**config.mk**
```make
export PLATFORM = sky130hd
export DESIGN_NAME = sorted_task_priority_queue
export DESIGN_NICKNAME = d
export VERILOG_FILES = /design/src/design/stpq_pkg.sv /design/src/design/sorted_task_priority_queue.sv /design/src/design/stpq_slot_ram.sv
export SDC_FILE = /design/constraint.sdc
export NUM_CORES = 1
export LEC_CHECK = 0
export BUFFER_PORTS_ARGS = -buffer_cell sky130_fd_sc_hd__buf_2
export CORE_AREA = 2 2 245 247
export DETAILED_ROUTE_END_ITERATION = 12
export DIE_AREA = 0 0 247 249
export GPL_ROUTABILITY_DRIVEN = 0
export PLACE_DENSITY = 0.75
export RECOVER_POWER = 50
export SLEW_MARGIN = 40
export SYNTH_ARGS = -nofsm -noshare
export SYNTH_HDL_FRONTEND = slang
export SYNTH_SLANG_ARGS = --single-unit
```
**constraint.sdc**
```tcl
create_clock -name clk -period 14.29 [get_ports clk]
set_input_delay 2.1435 -clock clk [delete_from_list [all_inputs] [get_ports clk]]
set_output_delay 2.1435 -clock clk [all_outputs]
set_load 0.01 [all_outputs]
```
**src/design/stpq_pkg.sv**
```systemverilog
// Shared types and constants for the sorted task priority queue.
// No dependencies; used by the slot RAM and the top level.
package stpq_pkg;

  localparam int QUEUE_DEPTH = 16;
  localparam int KEY_BITS    = 32;
  localparam int IDX_W       = $clog2(QUEUE_DEPTH);
  localparam int CNT_W       = $clog2(QUEUE_DEPTH + 1);

  localparam logic [1:0] CMD_INSERT = 2'd0;
  localparam logic [1:0] CMD_POP    = 2'd1;
  localparam logic [1:0] CMD_REMOVE = 2'd2;

  localparam logic [1:0] ST_OK        = 2'd0;
  localparam logic [1:0] ST_EMPTY     = 2'd1;
  localparam logic [1:0] ST_FULL      = 2'd2;
  localparam logic [1:0] ST_NOT_FOUND = 2'd3;

  typedef struct packed {
    logic [1:0]  cmd;
    logic [31:0] sort_key;
    logic [7:0]  task_id;
  } in_item_t;

  typedef struct packed {
    logic [1:0]  status;
    logic [7:0]  out_task_id;
    logic [31:0] out_key;
    logic [4:0]  entry_count;
  } out_item_t;

  typedef struct packed {
    logic [KEY_BITS-1:0] key;
    logic [7:0]          id;
  } entry_t;

  typedef struct packed {
    logic             en;
    logic [IDX_W-1:0] addr;
    entry_t           data;
  } wr_req_t;

endpackage

```
**src/design/sorted_task_priority_queue.sv**
```systemverilog
// Sorted task priority queue: entries kept in ascending key order in one RAM.
// A rejected or unused command goes straight to the result; insert reads entries
// down from the tail (those shifted up plus the smaller one that stops the walk)
// and then writes the new entry; pop/remove read every entry held;
// the slot RAM walk, one read and one compare per entry, sets the rate.
// One command in flight; a new item is taken while a result waits.
// Synchronous active-low reset clears the entry count and control; no RAM clear.
module sorted_task_priority_queue
  import stpq_pkg::*;
(
  input  logic      clk,
  input  logic      rst_n,
  input  logic      in_valid,
  output logic      in_ready,
  input  in_item_t  in_data,
  output logic      out_valid,
  input  logic      out_ready,
  output out_item_t out_data
);

  typedef enum logic [4:0] {
    S_IDLE = 5'b00001,
    S_RD   = 5'b00010,
    S_CHK  = 5'b00100,
    S_PUT  = 5'b01000,
    S_FIN  = 5'b10000
  } state_t;

  state_t              state_r, state_nxt;
  logic [CNT_W-1:0]    fill_r, fill_nxt;
  logic [IDX_W-1:0]    idx_r, idx_nxt;
  logic [IDX_W-1:0]    pos_r, pos_nxt;
  logic                found_r, found_nxt;
  logic [1:0]          cmd_r, cmd_nxt;
  entry_t              new_r, new_nxt;
  logic [1:0]          res_status_r, res_status_nxt;
  entry_t              res_r, res_nxt;
  logic                out_valid_r, out_valid_nxt;
  out_item_t           out_data_r, out_data_nxt;

  wr_req_t             wr;
  logic [IDX_W-1:0]    rd_addr;
  entry_t              rd_data;
  logic                match;
  logic                last;

  stpq_slot_ram u_ram (
    .clk     (clk),
    .wr      (wr),
    .rd_addr (rd_addr),
    .rd_data (rd_data)
  );

  assign in_ready  = (state_r == S_IDLE);
  assign out_valid = out_valid_r;
  assign out_data  = out_data_r;
  assign rd_addr   = idx_r;

  assign match = (cmd_r == CMD_POP) ? (idx_r == '0) : (rd_data.id == new_r.id);
  assign last  = ((CNT_W'(idx_r) + CNT_W'(1)) == fill_r);

  // Insert walks down from the tail shifting entries up; pop/remove walk up
  // from the head and pull entries behind the hit down. Writes land two slots
  // away from the next read, so no forwarding is needed.
  always_comb begin
    state_nxt      = state_r;
    fill_nxt       = fill_r;
    idx_nxt        = idx_r;
    pos_nxt        = pos_r;
    found_nxt      = found_r;
    cmd_nxt        = cmd_r;
    new_nxt        = new_r;
    res_status_nxt = res_status_r;
    res_nxt        = res_r;
    out_valid_nxt  = out_valid_r;
    out_data_nxt   = out_data_r;
    wr             = '0;

    if (out_valid_r && out_ready) begin
      out_valid_nxt = 1'b0;
    end

    case (state_r)
      S_IDLE: begin
        if (in_valid) begin
          cmd_nxt        = in_data.cmd;
          new_nxt.key    = KEY_BITS'(in_data.sort_key);
          new_nxt.id     = in_data.task_id;
          res_status_nxt = ST_OK;
          res_nxt        = '0;
          found_nxt      = 1'b0;
          state_nxt      = S_FIN;
          case (in_data.cmd)
            CMD_INSERT: begin
              if (fill_r == CNT_W'(QUEUE_DEPTH)) begin
                res_status_nxt = ST_FULL;
              end else if (fill_r == '0) begin
                pos_nxt   = '0;
                state_nxt = S_PUT;
              end else begin
                idx_nxt   = IDX_W'(fill_r - CNT_W'(1));
                state_nxt = S_RD;
              end
            end
            CMD_POP, CMD_REMOVE: begin
              if (fill_r == '0) begin
                res_status_nxt = (in_data.cmd == CMD_POP) ? ST_EMPTY : ST_NOT_FOUND;
              end else begin
                idx_nxt   = '0;
                state_nxt = S_RD;
              end
            end
            default: begin
              res_status_nxt = ST_OK;
            end
          endcase
        end
      end
      S_RD: begin
        state_nxt = S_CHK;
      end
      S_CHK: begin
        if (cmd_r == CMD_INSERT) begin
          if (rd_data.key >= new_r.key) begin
            wr.en   = 1'b1;
            wr.addr = idx_r + IDX_W'(1);
            wr.data = rd_data;
            if (idx_r == '0) begin
              pos_nxt   = '0;
              state_nxt = S_PUT;
            end else begin
              idx_nxt   = idx_r - IDX_W'(1);
              state_nxt = S_RD;
            end
          end else begin
            pos_nxt   = idx_r + IDX_W'(1);
            state_nxt = S_PUT;
          end
        end else begin
          if (found_r) begin
            wr.en   = 1'b1;
            wr.addr = idx_r - IDX_W'(1);
            wr.data = rd_data;
          end else if (match) begin
            res_nxt   = rd_data;
            found_nxt = 1'b1;
          end
          if (last) begin
            if (found_r || match) begin
              fill_nxt = fill_r - CNT_W'(1);
            end else begin
              res_status_nxt = ST_NOT_FOUND;
            end
            state_nxt = S_FIN;
          end else begin
            idx_nxt   = idx_r + IDX_W'(1);
            state_nxt = S_RD;
          end
        end
      end
      S_PUT: begin
        wr.en     = 1'b1;
        wr.addr   = pos_r;
        wr.data   = new_r;
        fill_nxt  = fill_r + CNT_W'(1);
        state_nxt = S_FIN;
      end
      S_FIN: begin
        if (!out_valid_r || out_ready) begin
          out_valid_nxt            = 1'b1;
          out_data_nxt.status      = res_status_r;
          out_data_nxt.out_task_id = res_r.id;
          out_data_nxt.out_key     = 32'(res_r.key);
          out_data_nxt.entry_count = 5'(fill_r);
          state_nxt                = S_IDLE;
        end
      end
      default: begin
        state_nxt = S_IDLE;
      end
    endcase
  end

  always_ff @(posedge clk) begin
    if (!rst_n) begin
      state_r     <= S_IDLE;
      fill_r      <= '0;
      out_valid_r <= 1'b0;
      found_r     <= 1'b0;
    end else begin
      state_r     <= state_nxt;
      fill_r      <= fill_nxt;
      out_valid_r <= out_valid_nxt;
      found_r     <= found_nxt;
    end
  end

  always_ff @(posedge clk) begin
    idx_r        <= idx_nxt;
    pos_r        <= pos_nxt;
    cmd_r        <= cmd_nxt;
    new_r        <= new_nxt;
    res_status_r <= res_status_nxt;
    res_r        <= res_nxt;
    out_data_r   <= out_data_nxt;
  end

`ifndef NO_ASSERTIONS
  a_fill_bound: assert property (@(posedge clk) disable iff (!rst_n)
    fill_r <= CNT_W'(QUEUE_DEPTH))
    else $error("entry count above queue depth");

  a_wr_state: assert property (@(posedge clk) disable iff (!rst_n)
    wr.en |-> (state_r == S_CHK || state_r == S_PUT))
    else $error("slot write outside a walk or put step");

  a_fill_step: assert property (@(posedge clk) disable iff (!rst_n)
    (state_r != S_PUT && state_r != S_CHK) |=> $stable(fill_r))
    else $error("entry count changed outside an update step");

  a_full_status: assert property (@(posedge clk) disable iff (!rst_n)
    (state_r == S_FIN && res_status_r == ST_FULL) |-> fill_r == CNT_W'(QUEUE_DEPTH))
    else $error("full status reported with free slots");
`endif

endmodule

```
**src/design/stpq_slot_ram.sv**
```systemverilog
// Slot storage: one write port, one read port, registered read data.
// Depends on stpq_pkg for the entry and write request types.
module stpq_slot_ram
  import stpq_pkg::*;
(
  input  logic             clk,
  input  wr_req_t          wr,
  input  logic [IDX_W-1:0] rd_addr,
  output entry_t           rd_data
);

  entry_t mem [QUEUE_DEPTH];

  always_ff @(posedge clk) begin
    if (wr.en) begin
      mem[wr.addr] <= wr.data;
    end
  end

  always_ff @(posedge clk) begin
    rd_data <= mem[rd_addr];
  end

endmodule

```
==> metrics.md, run 1 <==
| Metric | Value |
|---|---|
| Crit Path Max Fanout | `66` |
| Yosys reg bits | `831` |
| Clk pwr share | `43.3%` |
| Post-CTS setup buffers | `0` |
| FP Rows | `89` |
| Comb power frac | `1.5%` |
| Iter 0 DRT Violations | `1793` |
| Grt ovf | `0` |
| Final hold slack | `416 ps` |
| PwrDens | `134 nW/um^2` |
| RSZ-0062 raised after global routing | `false` |
| IO Count | `95` |
| Main synth FF type | `edfxtp_1` |
| WP data required | `14540 ps` |
| Pin count of the biggest net entering global routing | `67` |
| Type of the worst min-delay path | `flop to flop` |
| Post-synth top area cell | `edfxtp_1` |
| DP HPWL | `37700 microns` |
| CTS resizes | `0` |
| Worst Setup EP | `u_ram.mem[0][37]` |
| Drt drc | `0` |
| Die H | `249 microns` |
| Antenna cell count | `0` |
| Slew HR | `-178%` |
| Initial antenna violation count | `1` |
| Post-Route Setup TNS | `0 ps` |
| Power Total | `4.84 mW` |
| Post-DRT Antenna Nets | `0` |
| Crit Path Category | `flop to flop` |
| Switching power share of the total | `19.8%` |
| Fin crit period | `8200 ps` |
| Vias in the first global route | `16000` |
| Max IR drop VDD | `0.0946 mV` |
| Flop2flop setup slack | `6090 ps` |
| Synth cell count leaders | `779 x edfxtp_1, 200 x mux4_2, 52 x dfxtp_1` |
| Area growth from synthesis to layout | `12.4%` |
| Final Hold Fails | `0` |
| FFs w/ async S/R, synth | `0%` |
| Wire per inst | `27.5 microns` |
| Max Cap Viol | `12` |
| Count leader, synth | `edfxtp_1` |
| Root Buffer Master | `clkbuf_16` |
| TritonCTS Buffers | `82` |
| Core region area | `58700 sq um` |
| Chip Width | `247 microns` |
| First-pass GRT wire length | `103000 microns` |
| Post-Route WL | `68400 microns` |
| LEAKAGE | `11.3 nW` |
| Max frequency | `122 MHz` |
| Clk sinks | `831` |
| Overall via count from detail_route | `15400` |
| RR Startpoint | `idx_r[1]` |
| TritonCTS clock tree | `yes` |
| Worst Hold Depth | `0` |
| Layout cell share with drive strength beyond 1 | `23.6%` |
| Hold wc startpoint | `res_r[30]` |
| PortBufs | `94` |
| RR Endpoint | `u_ram.mem[0][37]` |
| Syn_area_per_cell | `21.4 sq um` |
| Cells on worst reg2reg path | `9` |
| Final setup violation count | `0` |
| Clock insertion delay at the later pin of the skew report | `630 ps` |
| Top cell type's share of synthesized area | `72.9%` |
| Sequential share of power | `55.1%` |
| CP Launch Type | `flop` |
| Failing checks | `max-capacitance violations, max-slew violations` |
| Setup crit start | `idx_r[1]` |
| Vias per cell | `6.20` |
| Synth area leaders | `edfxtp_1 73%, mux4_2 14%, dfxtp_1 3.2%, ha_1 1.6%, a22o_1 0.85%` |
| Drt pass-1 iters | `7` |
| Max Clock Skew | `21.5 ps` |
| Cell Int Power | `3.88 mW` |
| Die footprint | `61500 sq um` |
| Period utilization | `57.4%` |
| Gate Count Post-Synth | `1502` |
| Post-Synthesis Net Count | `1588` |
| CTS Hold Bufs | `0` |
| Post-synth design cell area | `32100 sq um` |
| Initial core utilization | `54.7%` |
| Status | `finished with violations` |
| YS warnings | `0` |
| Critical Path AT | `8460 ps` |
| Critical Path End Type | `flop` |
| Register clock-pin slew on the reported worst setup and hold paths | `60 ps` |
| Worst slew pin tran | `4170 ps` |
| Slew Viols, Final | `414` |
| Net Switching | `0.958 mW` |
| Sequential share of the synthesized area | `76.2%` |
| H-tree depth | `3` |
| Total GRT Usage | `22.9%` |
| Layout Nets | `1729` |
| Synth cell types | `70` |
| Number of flops mapped to enable cells by yosys | `779` |
| Clock buffer depth | `3` |
power by group through the flow:
stage	clock network (mW)	logic [mW]	registers, mW
6_report	2.10	0.0747	2.67
5_1_grt	2.23	0.0824	2.67
4_1_cts	2.13	0.0792	2.67
3_5_place_dp	0	0.0785	2.72
3_3_place_gp	0	0.0756	2.72
2_1_floorplan	0	0.0445	2.72
per-stage QoR:
step | instance area, sq um | utilization, % | setup slack (ps) | std cells
6_report | 36100 | 61.4 | 6090 | 2485
2_1_floorplan | 32100 | - | 8720 | 1502
3_5_place_dp | 33700 | 57.3 | 9140 | 2332
3_3_place_gp | 33500 | 57.1 | 9210 | 2328
5_1_grt | 36100 | 61.4 | 5630 | 2485
4_1_cts | 36300 | 61.8 | 9150 | 2485
cells by family after synthesis:
group / share of synthesized area (%)
flops: 76.2
mux: 14.1
simple gates: 2.93
buf+inv: 1.64
compound gates: 2.80
fa+ha+maj: 1.56
xor+xnor: 0.784
metal layers:
| metal | wire [microns] | global-route usage, % |
|---|---|---|
| met5 | 0 | 0 |
| met1 | 27900 | 33.0 |
| met2 | 34000 | 36.8 |
| met3 | 5330 | 3.78 |
| met4 | 1200 | 6.02 |
worst min-delay path by stage:
| stage | end | slack, ps |
|---|---|---|
| 2_1_floorplan | out_data[10] | 400 |
| 3_3_place_gp | out_data[30] | 400 |
| 3_5_place_dp | out_data[17] | 400 |
| 4_1_cts | out_data[40] | 420 |
| 5_1_grt | out_data[27] | 420 |
| 6_report | out_data[27] | 420 |
cell type report:
class,instances,area (sq um)
repair buffers,131,626
well taps,773,967
fillers,3916,22600
flip-flops and latches,831,24400
inverters,45,169
clock buffers,108,2240
multi-input cells,552,7230
clock inverters,45,389
critical path: stages, from the launching register on:
cell and delay (ps):
edfxtp_1 320, clkbuf_1 1670, clkbuf_1 3030, inv_1 160, ha_1 570, inv_1 130
a22o_2 280, a31o_1 360, nor3_4 630, buf_4 640
flip-flops by register name, summed over array words and instances (netlist names), 2 cells and up:
| register | cells |
|---|---|
| state_r | 5 |
| res_status_r | 2 |
| new_r | 40 |
| u_ram.rd_data | 40 |
| fill_r | 5 |
| idx_r | 4 |
| pos_r | 4 |
| cmd_r | 2 |
| res_r | 40 |
| out_data | 47 |
| u_ram.mem | 640 |
layout by cell type (no fill, tap or decap), drive strengths merged, types with 3 or more instances in the layout:
master    instances
xor2              8
buf              47
clkbuf          192
nor3             27
bufinv            5
clkinv           31
nand2b            4
clkinvlp          6
o31ai             4
and3             39
nand2            32
mux2i             3
nand3             7
and2              6
or2               3
a21oi            20
xnor2            18
nor2b             6
nand4            10
dfxtp            52
a211oi            3
nor2             22
o21a              3
mux4            200
ha               40
a22o             33
a31oi             3
a32o              9
o21ai            18
edfxtp          779
inv              48
Note: power is estimated with default switching activity, not from simulation.
==> run 2: changes to the inputs <==
- ABC_AREA: unset -> 1
- CORE_AREA: 2 2 245 247 -> 2 2 248 250
- DIE_AREA: 0 0 247 249 -> 0 0 250 252
- PLACE_DENSITY: 0.75 -> 0.78
- clock period: 14.29 -> 6.8 ns (I/O delays scaled with it)
==> run 2 against run 1 <==
- the flow still finishes with violations (max-capacitance violations, max-slew violations)
- worst setup slack lost 4300 ps
- critical path depth rose by 2
- sequential share of layout area fell by 0.69 points
- area after synthesis grew 2.2%
- clock power grew 100%
- via count increased by 35%
- sequential cell count unchanged
- first-iteration DRC count grew 58%
- routed wire length up 12%
- register-to-register slack got worse by 4300 ps
- clock skew increased by 1.3 ps
- cell count grew 35%
- largest cell class unchanged
- largest power group unchanged
==> metrics.md, run 2 <==
| Metric | Value |
|---|---|
| Status | `finished with violations` |
| Failing checks | `max-capacitance violations, max-slew violations` |
| Slew Viols, Final | `181` |
| Worst slew pin tran | `2310 ps` |
| Main synth FF type | `edfxtp_1` |
| Yosys reg bits | `831` |
| Max Cap Viol | `8` |
| Antenna cell count | `0` |
| Post-synth top area cell | `edfxtp_1` |
| Synth cell types | `44` |
| PortBufs | `94` |
| Sequential share of the synthesized area | `74.5%` |
| Worst path max stage delay | `1300 ps` |
| Crit Path Category | `flop to flop` |
| Core region area | `60100 sq um` |
| WP data required | `7070 ps` |
| Clock insertion delay at the later pin of the skew report | `640 ps` |
| Final Hold Fails | `0` |
| PwrDens | `316 nW/um^2` |
| Gate Count Post-Synth | `2446` |
| Top cell type's share of synthesized area | `71.3%` |
| Vias in the first global route | `20400` |
| Biggest register | `u_ram.mem` |
| Max frequency | `200 MHz` |
| Post-Synthesis Net Count | `2532` |
| Worst path cell trace | `nor2_1, nand4_1, inv_1, nand2_2, nor2_4, a22o_1, inv_1, nand2_2, nand2_1, nor2_4, buf_4` |
| Area growth from synthesis to layout | `11.1%` |
| Count leader, synth | `edfxtp_1` |
| Hold endpoint | `out_data[21]` |
| RR Startpoint | `state_r[1]` |
| Drt drc | `0` |
| Type of the worst min-delay path | `flop to flop` |
| Fin crit period | `5010 ps` |
| H-tree depth | `3` |
| Grt ovf | `0` |
| CTS resizes | `0` |
| Iter 0 DRT Violations | `2827` |
| Hold wc startpoint | `res_r[24]` |
| Total GRT Usage | `24.2%` |
| YS warnings | `0` |
| Cells on worst reg2reg path | `11` |
| IO Count | `95` |
| RR Endpoint | `u_ram.mem[15][19]` |
| Most common cell after layout, fill and taps aside | `edfxtp_1` |
| Chip Width | `250 microns` |
| Post-Route WL | `76800 microns` |
| CTS Hold Bufs | `0` |
| LEAKAGE | `11.4 nW` |
| FFs w/ async S/R, synth | `0%` |
| Post-synth design cell area | `32800 sq um` |
| CP Launch Type | `flop` |
| Synth cell count leaders | `779 x edfxtp_1, 391 x nor2_1, 332 x o21ai_0` |
| Post-CTS setup buffers | `0` |
| Drt pass-1 iters | `6` |
| Wire per inst | `22.8 microns` |
| Layout cell share with drive strength beyond 1 | `8.98%` |
| Syn_area_per_cell | `13.4 sq um` |
| Die H | `252 microns` |
| Critical Path End Type | `flop` |
| Overall via count from detail_route | `20800` |
| Clock buffer depth | `3` |
| Slew HR | `-54.1%` |
| Post-Route Setup TNS | `0 ps` |
| Crit Path Max Fanout | `40` |
| Die footprint | `63000 sq um` |
| Initial antenna violation count | `2` |
| Post-DRT Antenna Nets | `0` |
| First-pass GRT wire length | `116000 microns` |
| Max IR drop VDD | `0.193 mV` |
| Root Buffer Master | `clkbuf_16` |
| Layout Utilization | `60.6%` |
| RSZ-0062 raised after global routing | `false` |
| FP Rows | `90` |
| DP HPWL | `43400 microns` |
| Commonest non-fill, non-tap cells in the layout | `779 x edfxtp_1, 378 x nor2_1, 332 x o21ai_0` |
| Period utilization | `73.7%` |
| Register clock-pin slew on the reported worst setup and hold paths | `70 ps` |
| Layout Nets | `2607` |
| Clk sinks | `831` |
| Initial core utilization | `54.5%` |
| TritonCTS clock tree | `yes` |
| # fillers | `4301` |
| Synth area leaders | `edfxtp_1 71%, o21ai_0 5.1%, nor2_1 4.5%, o221ai_1 3.2%, dfxtp_1 3.2%` |
| Pin count of the biggest net entering global routing | `137` |
| Largest register FFs | `640` |
| Placed Area | `34200 sq um` |
| Final setup violation count | `0` |
| Worst Hold Depth | `0` |
| Flop2flop setup slack | `1790 ps` |
| Critical Path AT | `5280 ps` |
| Max Clock Skew | `22.8 ps` |
| Number of flops mapped to enable cells by yosys | `779` |
| Final instance area | `36400 sq um` |
| Critical-path top delay cell | `inv_1` |
| Vias per cell | `6.19` |
| TritonCTS Buffers | `77` |
-- run 2: cell count changes after synthesis, sizes merged, moves of 81 or more --
| cell | previous run | this run |
|---|---|---|
| mux4 | 200 | 0 |
| nand2 | 32 | 203 |
| o221ai | 0 | 120 |
| o21ai | 18 | 340 |
| nor2 | 22 | 401 |
| inv | 45 | 126 |
-- run 2: worst max-delay path, delay by kind of cell (launching register included) --
family          cells  cell delay [ps]
simple gates        7             2290
flops               1              330
compound gates      1              160
buf+inv             3             1850
-- run 2: through the flow --
stage	power, mW	hold slack [ps]	std cells	setup slack, ps
after floorplan	6.86	400	2446	2840
after global placement	7.23	401	3222	2050
after detailed placement	7.30	405	3223	1860
after CTS	11.5	418	3365	1840
after global routing	11.9	423	3366	1530
final	11.5	418	3366	1790
-- run 2: cell families (layout without fill, tap and decap cells) --
group | Yosys count | in the layout | synth area share, %
compound gates | 604 | 604 | 11.5
xor+xnor | 18 | 18 | 0.595
fa+ha+maj | 40 | 40 | 1.53
buf+inv | 274 | 412 | 3.46
flops | 831 | 831 | 74.5
simple gates | 679 | 679 | 8.45
-- run 2: worst max path at each step --
| stage | startpoint | endpoint | slack [ps] |
|---|---|---|---|
| after floorplan | idx_r[1] | u_ram.mem[13][0] | 2840 |
| after global placement | idx_r[1] | u_ram.mem[12][27] | 2050 |
| after detailed placement | idx_r[1] | u_ram.mem[12][27] | 1860 |
| after CTS | idx_r[1] | u_ram.mem[12][18] | 1840 |
| after global routing | state_r[1] | u_ram.mem[15][0] | 1530 |
| final | state_r[1] | u_ram.mem[15][19] | 1790 |
-- run 2: final cells by class --
| class | count | area, sq um | share of cell area [%] |
|---|---|---|---|
| sequential | 831 | 24400 | 67.1 |
| multi-input combinational | 1341 | 7270 | 20.0 |
| timing repair buffer | 143 | 744 | 2.04 |
| tap | 782 | 978 | 2.69 |
| inverter | 127 | 489 | 1.34 |
| clock inverter | 42 | 434 | 1.19 |
| clock buffer | 100 | 2080 | 5.70 |
-- run 2: where the power goes --
part           switching [mW]  total [mW]  internal, mW
Combinational           0.979        1.34         0.365
Sequential              0.119        5.89          5.77
Clock                    1.82        4.29          2.47
-- run 2: routing by layer --
layer  up-vias  track usage [%]  share of wire (%)
met1     10100             33.4                 39
met2      1359             38.8                 47
li1       9182                -                  -
met3       153             4.44                 11
met5         -                0                  0
met4         0             9.02                2.7
